### src/hncc_pkg.sv
// Shared types and constants for the HSV nearest-center classifier.
// No dependencies; every other file uses it by scoped names.
`default_nettype none

package hncc_pkg;

    localparam int HUE_W     = 8;
    localparam int SAT_W     = 8;
    localparam int VAL_W     = 8;
    localparam int CENTER_W  = HUE_W + SAT_W + VAL_W;
    localparam int CFG_IDX_W = 3;
    localparam int IDX_W     = 3;
    localparam int DIST_W    = 18;
    localparam int DH_W      = 7;
    localparam int SQH_W     = 13;
    localparam int SQ_W      = 16;

    localparam int REG_COUNT  = 6;
    localparam int SLOT_COUNT = 8;

    localparam logic [HUE_W-1:0]  HUE_PERIOD = 8'd180;
    localparam logic [HUE_W-1:0]  HUE_HALF   = 8'd90;
    localparam logic [DIST_W-1:0] MAX_DIST   = 18'd138150;

    // pipeline stages
    localparam int STG_DIFF  = 0;
    localparam int STG_SQR   = 1;
    localparam int STG_SUM   = 2;
    localparam int STG_PAIR  = 3;
    localparam int STG_OUT   = 4;
    localparam int STG_COUNT = 5;

    typedef struct packed {
        logic [HUE_W-1:0] hue;
        logic [SAT_W-1:0] sat;
        logic [VAL_W-1:0] val;
    } t_center;

    typedef struct packed {
        logic [STG_COUNT-1:0] en;
    } t_stage_ctl;

endpackage

`default_nettype wire

### src/hncc_if.sv
// Handshake channels of the classifier: sample input, result output, register write.
// Depends on hncc_pkg.
`default_nettype none

interface hncc_in_if;
    logic                       valid;
    logic                       ready;
    logic [hncc_pkg::HUE_W-1:0] hue;
    logic [hncc_pkg::SAT_W-1:0] sat;
    logic [hncc_pkg::VAL_W-1:0] val;

    modport source (output valid, output hue, output sat, output val, input ready);
    modport sink (input valid, input hue, input sat, input val, output ready);
endinterface

interface hncc_out_if;
    logic                        valid;
    logic                        ready;
    logic [hncc_pkg::IDX_W-1:0]  best_index;
    logic [hncc_pkg::DIST_W-1:0] best_dist_sq;

    modport source (output valid, output best_index, output best_dist_sq, input ready);
    modport sink (input valid, input best_index, input best_dist_sq, output ready);
endinterface

interface hncc_cfg_if;
    logic                           valid;
    logic                           ready;
    logic [hncc_pkg::CFG_IDX_W-1:0] index;
    logic [hncc_pkg::CENTER_W-1:0]  data;

    modport source (output valid, output index, output data, input ready);
    modport sink (input valid, input index, input data, output ready);
endinterface

`default_nettype wire

### src/hncc_center_regs.sv
// Reference color registers written through the configuration channel.
// Depends on hncc_pkg and hncc_cfg_if.
`default_nettype none

module hncc_center_regs #(
    parameter int NUM_CENTERS = 6
) (
    input  wire                 i_clk,
    input  wire                 i_rst_n,
    hncc_cfg_if.sink            i_cfg,
    output hncc_pkg::t_center   o_center [NUM_CENTERS]
);

    hncc_pkg::t_center r_center [hncc_pkg::REG_COUNT];

    assign i_cfg.ready = 1'b1;

    always_ff @(posedge i_clk) begin
        if (!i_rst_n) begin
            for (int k = 0; k < hncc_pkg::REG_COUNT; k++) begin
                r_center[k] <= '0;
            end
        end else if (i_cfg.valid) begin
            for (int k = 0; k < hncc_pkg::REG_COUNT; k++) begin
                if (i_cfg.index == hncc_pkg::CFG_IDX_W'(k)) begin
                    r_center[k] <= i_cfg.data;
                end
            end
        end
    end

    // centers past the register file hold color zero
    for (genvar k = 0; k < NUM_CENTERS; k++) begin : g_out
        if (k < hncc_pkg::REG_COUNT) begin : g_reg
            assign o_center[k] = r_center[k];
        end else begin : g_zero
            assign o_center[k] = '0;
        end
    end

endmodule

`default_nettype wire

### src/hncc_dist_lane.sv
// Squared HSV distance from the sample to one center: difference, square, sum stages.
// Depends on hncc_pkg.
`default_nettype none

module hncc_dist_lane (
    input  wire                          i_clk,
    input  hncc_pkg::t_stage_ctl         i_ctl,
    input  wire [hncc_pkg::HUE_W-1:0]    i_hue,
    input  wire [hncc_pkg::SAT_W-1:0]    i_sat,
    input  wire [hncc_pkg::VAL_W-1:0]    i_val,
    input  hncc_pkg::t_center            i_center,
    output logic [hncc_pkg::DIST_W-1:0]  o_dist
);

    logic [hncc_pkg::HUE_W-1:0] w_hd;
    logic [hncc_pkg::DH_W-1:0]  n_dh;
    logic [hncc_pkg::SAT_W-1:0] n_ds;
    logic [hncc_pkg::VAL_W-1:0] n_dv;

    logic [hncc_pkg::DH_W-1:0]  r_dh;
    logic [hncc_pkg::SAT_W-1:0] r_ds;
    logic [hncc_pkg::VAL_W-1:0] r_dv;
    logic [hncc_pkg::SQH_W-1:0] r_sq_h;
    logic [hncc_pkg::SQ_W-1:0]  r_sq_s;
    logic [hncc_pkg::SQ_W-1:0]  r_sq_v;
    logic [hncc_pkg::DIST_W-1:0] r_dist;

    // fold the hue difference onto the circle of period 180
    always_comb begin
        w_hd = (i_hue > i_center.hue) ? i_hue - i_center.hue : i_center.hue - i_hue;
        if (w_hd <= hncc_pkg::HUE_HALF) begin
            n_dh = w_hd[hncc_pkg::DH_W-1:0];
        end else if (w_hd <= hncc_pkg::HUE_PERIOD) begin
            n_dh = hncc_pkg::DH_W'(hncc_pkg::HUE_PERIOD - w_hd);
        end else begin
            n_dh = hncc_pkg::DH_W'(w_hd - hncc_pkg::HUE_PERIOD);
        end
        n_ds = (i_sat > i_center.sat) ? i_sat - i_center.sat : i_center.sat - i_sat;
        n_dv = (i_val > i_center.val) ? i_val - i_center.val : i_center.val - i_val;
    end

    always_ff @(posedge i_clk) begin
        if (i_ctl.en[hncc_pkg::STG_DIFF]) begin
            r_dh <= n_dh;
            r_ds <= n_ds;
            r_dv <= n_dv;
        end
        if (i_ctl.en[hncc_pkg::STG_SQR]) begin
            r_sq_h <= hncc_pkg::SQH_W'(r_dh) * hncc_pkg::SQH_W'(r_dh);
            r_sq_s <= hncc_pkg::SQ_W'(r_ds) * hncc_pkg::SQ_W'(r_ds);
            r_sq_v <= hncc_pkg::SQ_W'(r_dv) * hncc_pkg::SQ_W'(r_dv);
        end
        if (i_ctl.en[hncc_pkg::STG_SUM]) begin
            r_dist <= hncc_pkg::DIST_W'(r_sq_h) + hncc_pkg::DIST_W'(r_sq_s)
                    + hncc_pkg::DIST_W'(r_sq_v);
        end
    end

    assign o_dist = r_dist;

endmodule

`default_nettype wire

### src/hncc_min_tree.sv
// Registered minimum tree over the center distances; lowest index wins ties.
// Depends on hncc_pkg.
`default_nettype none

module hncc_min_tree #(
    parameter int NUM_CENTERS = 6
) (
    input  wire                          i_clk,
    input  hncc_pkg::t_stage_ctl         i_ctl,
    input  wire [hncc_pkg::DIST_W-1:0]   i_dist [NUM_CENTERS],
    output logic [hncc_pkg::IDX_W-1:0]   o_best_index,
    output logic [hncc_pkg::DIST_W-1:0]  o_best_dist
);

    localparam int PAIRS = hncc_pkg::SLOT_COUNT / 2;

    logic [hncc_pkg::DIST_W-1:0] w_pad_d  [hncc_pkg::SLOT_COUNT];
    logic [hncc_pkg::DIST_W-1:0] n_l1_d   [PAIRS];
    logic [hncc_pkg::IDX_W-1:0]  n_l1_i   [PAIRS];
    logic [hncc_pkg::DIST_W-1:0] r_l1_d   [PAIRS];
    logic [hncc_pkg::IDX_W-1:0]  r_l1_i   [PAIRS];
    logic [hncc_pkg::DIST_W-1:0] w_l2_d   [2];
    logic [hncc_pkg::IDX_W-1:0]  w_l2_i   [2];
    logic [hncc_pkg::DIST_W-1:0] n_best_d;
    logic [hncc_pkg::IDX_W-1:0]  n_best_i;
    logic [hncc_pkg::DIST_W-1:0] r_best_d;
    logic [hncc_pkg::IDX_W-1:0]  r_best_i;

    // unused slots sit above any real distance
    for (genvar k = 0; k < hncc_pkg::SLOT_COUNT; k++) begin : g_pad
        if (k < NUM_CENTERS) begin : g_live
            assign w_pad_d[k] = i_dist[k];
        end else begin : g_dead
            assign w_pad_d[k] = '1;
        end
    end

    always_comb begin
        for (int p = 0; p < PAIRS; p++) begin
            if (w_pad_d[2*p+1] < w_pad_d[2*p]) begin
                n_l1_d[p] = w_pad_d[2*p+1];
                n_l1_i[p] = hncc_pkg::IDX_W'(2*p+1);
            end else begin
                n_l1_d[p] = w_pad_d[2*p];
                n_l1_i[p] = hncc_pkg::IDX_W'(2*p);
            end
        end
    end

    always_comb begin
        for (int p = 0; p < 2; p++) begin
            if (r_l1_d[2*p+1] < r_l1_d[2*p]) begin
                w_l2_d[p] = r_l1_d[2*p+1];
                w_l2_i[p] = r_l1_i[2*p+1];
            end else begin
                w_l2_d[p] = r_l1_d[2*p];
                w_l2_i[p] = r_l1_i[2*p];
            end
        end
        if (w_l2_d[1] < w_l2_d[0]) begin
            n_best_d = w_l2_d[1];
            n_best_i = w_l2_i[1];
        end else begin
            n_best_d = w_l2_d[0];
            n_best_i = w_l2_i[0];
        end
    end

    always_ff @(posedge i_clk) begin
        if (i_ctl.en[hncc_pkg::STG_PAIR]) begin
            for (int p = 0; p < PAIRS; p++) begin
                r_l1_d[p] <= n_l1_d[p];
                r_l1_i[p] <= n_l1_i[p];
            end
        end
        if (i_ctl.en[hncc_pkg::STG_OUT]) begin
            r_best_d <= n_best_d;
            r_best_i <= n_best_i;
        end
    end

    assign o_best_index = r_best_i;
    assign o_best_dist  = r_best_d;

endmodule

`default_nettype wire

### src/hsv_nearest_center_classifier_core.sv
// Top level of the HSV nearest-center classifier.
// Depends on hncc_pkg, hncc_if, hncc_center_regs, hncc_dist_lane and hncc_min_tree.
//
// Classifies each HSV sample to the nearest of NUM_CENTERS reference colors
// and returns that center's index with the squared distance (circular hue,
// period 180). Throughput is one sample per clock while the output accepts results;
// each sample passes five register stages: per-center difference, squaring, sum, and
// two levels of the minimum tree. Every stage carries its own valid bit and
// loads whenever it is empty or its successor moves, so bubbles close up and
// input transfers continue into empty stages while a result waits at the output register.
// Center registers may be written only while no sample is in flight.
`default_nettype none

module hsv_nearest_center_classifier_core #(
    parameter int NUM_CENTERS = 6
) (
    input  wire         i_clk,
    input  wire         i_rst_n,
    hncc_in_if.sink     i_in,
    hncc_out_if.source  o_out,
    hncc_cfg_if.sink    i_cfg
);

    localparam int LAST = hncc_pkg::STG_COUNT - 1;

    hncc_pkg::t_center          w_center [NUM_CENTERS];
    logic [hncc_pkg::DIST_W-1:0] w_dist  [NUM_CENTERS];
    hncc_pkg::t_stage_ctl       w_ctl;
    logic [hncc_pkg::STG_COUNT-1:0] r_vld;
    logic [hncc_pkg::STG_COUNT-1:0] n_vld;

    always_comb begin
        w_ctl.en[LAST] = !r_vld[LAST] || o_out.ready;
        for (int k = LAST - 1; k >= 0; k--) begin
            w_ctl.en[k] = !r_vld[k] || w_ctl.en[k+1];
        end
    end

    always_comb begin
        n_vld = r_vld;
        if (w_ctl.en[0]) begin
            n_vld[0] = i_in.valid;
        end
        for (int k = 1; k < hncc_pkg::STG_COUNT; k++) begin
            if (w_ctl.en[k]) begin
                n_vld[k] = r_vld[k-1];
            end
        end
    end

    always_ff @(posedge i_clk) begin
        if (!i_rst_n) begin
            r_vld <= '0;
        end else begin
            r_vld <= n_vld;
        end
    end

    assign i_in.ready  = w_ctl.en[0];
    assign o_out.valid = r_vld[LAST];

    hncc_center_regs #(
        .NUM_CENTERS (NUM_CENTERS)
    ) u_regs (
        .i_clk    (i_clk),
        .i_rst_n  (i_rst_n),
        .i_cfg    (i_cfg),
        .o_center (w_center)
    );

    for (genvar k = 0; k < NUM_CENTERS; k++) begin : g_lane
        hncc_dist_lane u_lane (
            .i_clk    (i_clk),
            .i_ctl    (w_ctl),
            .i_hue    (i_in.hue),
            .i_sat    (i_in.sat),
            .i_val    (i_in.val),
            .i_center (w_center[k]),
            .o_dist   (w_dist[k])
        );
    end

    hncc_min_tree #(
        .NUM_CENTERS (NUM_CENTERS)
    ) u_tree (
        .i_clk        (i_clk),
        .i_ctl        (w_ctl),
        .i_dist       (w_dist),
        .o_best_index (o_out.best_index),
        .o_best_dist  (o_out.best_dist_sq)
    );

    for (genvar k = 0; k < LAST; k++) begin : g_hold_chk
        a_stage_hold: assert property (@(posedge i_clk) disable iff (!i_rst_n)
            (r_vld[k] && !w_ctl.en[k]) |=> r_vld[k])
            else $error("stalled stage lost its item");
    end

    a_index_range: assert property (@(posedge i_clk) disable iff (!i_rst_n)
        o_out.valid |-> ({1'b0, o_out.best_index} < (hncc_pkg::IDX_W + 1)'(NUM_CENTERS)))
        else $error("result index beyond the center count");

    a_dist_range: assert property (@(posedge i_clk) disable iff (!i_rst_n)
        o_out.valid |-> (o_out.best_dist_sq <= hncc_pkg::MAX_DIST))
        else $error("result distance beyond its bound");

    a_reset_empty: assert property (@(posedge i_clk) disable iff (!i_rst_n)
        $past(!i_rst_n) |-> (r_vld == '0))
        else $error("pipeline not empty after reset");

endmodule

`default_nettype wire

### src/flat_wrapper.sv
// flat-port wrapper written by rule: the top's interface ports become plain ports
module hsv_nearest_center_classifier_core_flat 
#(
    parameter int NUM_CENTERS = 6
)
  (i_clk, i_rst_n, i_in_valid, i_in_hue, i_in_sat, i_in_val, i_in_ready, o_out_valid, o_out_best_index, o_out_best_dist_sq, o_out_ready, i_cfg_valid, i_cfg_index, i_cfg_data, i_cfg_ready);
  hncc_in_if i_in_i ();
  hncc_out_if o_out_i ();
  hncc_cfg_if i_cfg_i ();
  input  wire i_clk;
  input  wire i_rst_n;
  input wire logic [$bits(i_in_i.valid)-1:0] i_in_valid;
  input wire logic [$bits(i_in_i.hue)-1:0] i_in_hue;
  input wire logic [$bits(i_in_i.sat)-1:0] i_in_sat;
  input wire logic [$bits(i_in_i.val)-1:0] i_in_val;
  output wire logic [$bits(i_in_i.ready)-1:0] i_in_ready;
  output wire logic [$bits(o_out_i.valid)-1:0] o_out_valid;
  output wire logic [$bits(o_out_i.best_index)-1:0] o_out_best_index;
  output wire logic [$bits(o_out_i.best_dist_sq)-1:0] o_out_best_dist_sq;
  input wire logic [$bits(o_out_i.ready)-1:0] o_out_ready;
  input wire logic [$bits(i_cfg_i.valid)-1:0] i_cfg_valid;
  input wire logic [$bits(i_cfg_i.index)-1:0] i_cfg_index;
  input wire logic [$bits(i_cfg_i.data)-1:0] i_cfg_data;
  output wire logic [$bits(i_cfg_i.ready)-1:0] i_cfg_ready;
  assign i_in_i.valid = i_in_valid;
  assign i_in_i.hue = i_in_hue;
  assign i_in_i.sat = i_in_sat;
  assign i_in_i.val = i_in_val;
  assign i_in_ready = i_in_i.ready;
  assign o_out_valid = o_out_i.valid;
  assign o_out_best_index = o_out_i.best_index;
  assign o_out_best_dist_sq = o_out_i.best_dist_sq;
  assign o_out_i.ready = o_out_ready;
  assign i_cfg_i.valid = i_cfg_valid;
  assign i_cfg_i.index = i_cfg_index;
  assign i_cfg_i.data = i_cfg_data;
  assign i_cfg_ready = i_cfg_i.ready;
  hsv_nearest_center_classifier_core #(.NUM_CENTERS(NUM_CENTERS)) u_core (.i_clk(i_clk), .i_rst_n(i_rst_n), .i_in(i_in_i), .o_out(o_out_i), .i_cfg(i_cfg_i));
endmodule
### config.mk
export PLATFORM = sky130hd
export DESIGN_NAME = hsv_nearest_center_classifier_core_flat
export DESIGN_NICKNAME = d
export VERILOG_FILES = /design/src/hncc_pkg.sv /design/src/hncc_if.sv /design/src/hncc_center_regs.sv /design/src/hncc_dist_lane.sv /design/src/hncc_min_tree.sv /design/src/hsv_nearest_center_classifier_core.sv /design/src/flat_wrapper.sv
export SDC_FILE = /design/constraint.sdc
export NUM_CORES = 2
export LEC_CHECK = 0
export ABC_AREA = 1
export BUFFER_PORTS_ARGS = -buffer_cell sky130_fd_sc_hd__clkbuf_2
export CORE_MARGIN = 10
export CORE_UTILIZATION = 60
export CTS_CLUSTER_SIZE = 28
export DETAILED_ROUTE_END_ITERATION = 16
export PLACE_DENSITY = 0.79
export SLEW_MARGIN = 20
export SYNTH_ARGS = -nofsm -noshare
export SYNTH_HDL_FRONTEND = slang
export SYNTH_SLANG_ARGS = --single-unit
### constraint.sdc
create_clock -name i_clk -period 31.4 [get_ports i_clk]
set_clock_uncertainty 0.2 [all_clocks]
set_input_delay 4.71 -clock i_clk [delete_from_list [all_inputs] [get_ports i_clk]]
set_output_delay 4.71 -clock i_clk [all_outputs]
set_load 0.05 [all_outputs]
==> metrics.yaml <==
layout_common_cells: "nand2_1, inv_1, ha_1"
max-cap-violations: 0
slew_headroom: 0.264
syn_area_um2: 72900
synthFlopType: "edfxtp_1"
holdWs_ps: 265
synth_warnings: 0
antenna_left: 0
wl_met1_um: 71800
arrival_ps: 7320
synth_top_family_by_area: "adder cells"
setup_viol: 0
tns_ps: 0
min_period_over_period: 0.389
cts_tree: "built"
area_growth_pct: 6.52
fin_cells: 10058
syn_inst: 8358
die-area_um2: 136000
yosys.area.top_type: "edfxtp_1"
crit_buf_inv: 5
final_common_cell: "nand2_1"
dpl.hpwl_um: 136000
critPathMaxFanout: 55
clk_pin_slew_worst_paths_ps: 60
design.portCount: 80
hold_path.class: "reg2reg"
synthXorXnorAreaFrac: 0.0598
synth-seq-cells: 725
drtPass1Iterations: 6
grt_pass1_wl_um: 275000
syn_area_per_cell_um2: 8.72
yosys-mux-area-fraction: 0.00436
synthAdderAreaFrac: 0.309
postLayoutCoreUtil: 0.646
die_w_um: 369
cp-end-kind: "output port"
dp.cells: 9903
async_reset_ff_frac: 0
std_cell_rows: 127
start_kind: "primary input"
cp_common_cell: "nor2_1"
ctsHoldBuffers: 0
fmax_mhz: 81.8
finalHoldViolCount: 0
slowest_stage: "inv_1"
antenna_cells: 0
drive_gt1_frac: 0.0438
crit_chain: "clkbuf_2 -> nor2_1 -> inv_1 -> nor2_1 -> inv_2 -> nor2_1 -> inv_4 -> nor2_1 -> nand2_4 -> clkbuf_2"
rsz0062_at_grt: "no"
grt.overflow.total: 0
worst_ep_required_time_ps: 26490
yosys.area_share.simple: 0.161
place_congestion: 0.941
grt_pass1_vias: 54217
highest_layer: "met5"
cts_made_buffers: 84
core_area_um2: 120000
synth_edf_count: 720
yosysSeqAreaShare: 0.298
layout.nets: 9927
drv_slew: 0
track_usage: 0.250
cts_setup_buffers: 0
drt-wirelength-per-cell_um: 17.0
clock-root-buffer: "clkbuf_16"
ys_top_cells_by_area: "edfxtp_1, ha_1, fa_1"
reg2reg_slack_ps: 26310
numClockSinks: 725
cp_top_family: "buffers and inverters"
clock_latency_ps: 700
crit_type: "in2out"
cts_resized: 0
drc: 0
synth-compound-area-share: 0.0723
via_per_inst: 5.40
tightest_slew_ps: 1100
cts_buffer_depth: 3
status: "finished, final reports clean"
htreeDepth: 3
worst_path_largest_cell_delay_ps: 680
start_util: 0.606
grt_max_degree: 124
routed-wl-met2_um: 80800
drt_iter0_drc: 3922
finalCriticalPeriod_ps: 12230
fillers: 9615
io_buffer_count: 78
vias: 54282
antenna_found_initial: 12
synth_top_area_share: 0.297
synth.distinct_cells: 56
dr_wl_met3_um: 10800
die_h_um: 369
wl_um: 171000
## logic make-up after synthesis
logic type / count (synthesis)
flip-flops: 725
XOR/XNOR: 498
multiplexers: 31
AO/OA/AOI/OAI: 968
AND/OR/NAND/NOR: 2799
buffers and inverters: 1841
adder cells (fa/ha/maj): 1494
other: 2
## per-stage QoR
stage | instance area (µm²) | worst slack, ps
3_5_place_dp | 74800 | 19130
5_1_grt | 77700 | 18930
3_3_place_gp | 74800 | 19110
4_1_cts | 77600 | 19100
2_1_floorplan | 73000 | 14210
6_report | 77700 | 19170
## cells in the mapped netlist (21+ instances only)
cell and n:
xor2_1 351, nand4_1 62, a21oi_1 499, clkbuf_1 157
o21ai_1 23, nand2_2 52, fa_1 508, ha_1 986
xnor2_1 147, edfxtp_1 720, nor2_1 460, nand3_1 292
o221ai_1 21, nor3_1 27, nand2_1 1815, o21ai_0 291
o21bai_1 24, mux2i_1 25, nand2_4 22, inv_1 1644
## final cells by class
cell class,instances,area [µm²],share of cell area
Multi-Input combinational cell,5811,44300,0.570
Sequential cell,725,21700,0.280
Inverter,1660,6240,0.0804
Clock buffer,96,2210,0.0285
Tap cell,1612,2020,0.0260
Clock inverter,59,681,0.00877
Timing Repair Buffer,95,518,0.00667
## flip-flops by register name, summed over array words and instances, names as in the netlist
register / cells
u_core.u_regs.r_center: 144
u_core.u_tree.o_best_index: 3
u_core.g_lane.u_lane.o_dist: 108
u_core.g_lane.u_lane.r_dh: 42
u_core.u_tree.r_l1_i: 3
u_core.r_vld: 5
u_core.u_tree.o_best_dist: 18
u_core.g_lane.u_lane.r_sq_s: 90
u_core.g_lane.u_lane.r_dv: 48
u_core.u_tree.r_l1_d: 54
u_core.g_lane.u_lane.r_sq_v: 90
u_core.g_lane.u_lane.r_ds: 48
u_core.g_lane.u_lane.r_sq_h: 72
## worst reg2reg max path: cells and delay by family, from the launching register on
family	cells	cell delay, ps
buffers and inverters	7	3590
and+or+nand+nor	4	550
DFF	1	330
## metal layers
layer,up-vias,GRT usage
met5,-,0
met4,12,0.101
met3,336,0.0360
met2,1468,0.425
met1,25812,0.319
li1,26654,-
## worst paths after layout
path | to | cells past startpoint | start
worst max-delay path | i_in_ready | 10 | o_out_ready
worst min-delay path | u_core.r_vld[2]$_SDFFE_PN0P_ | 2 | u_core.r_vld[1]$_SDFFE_PN0P_
worst max register to register | u_core.g_lane[0].u_lane.r_sq_s[5]$_DFFE_PP_ | 11 | u_core.r_vld[4]$_SDFFE_PN0P_
worst min register to register | u_core.r_vld[2]$_SDFFE_PN0P_ | 2 | u_core.r_vld[1]$_SDFFE_PN0P_
Power is left out: the tool's default activity adds up to more than one toggle a clock period on the data nets, which glitch-free logic cannot reach.
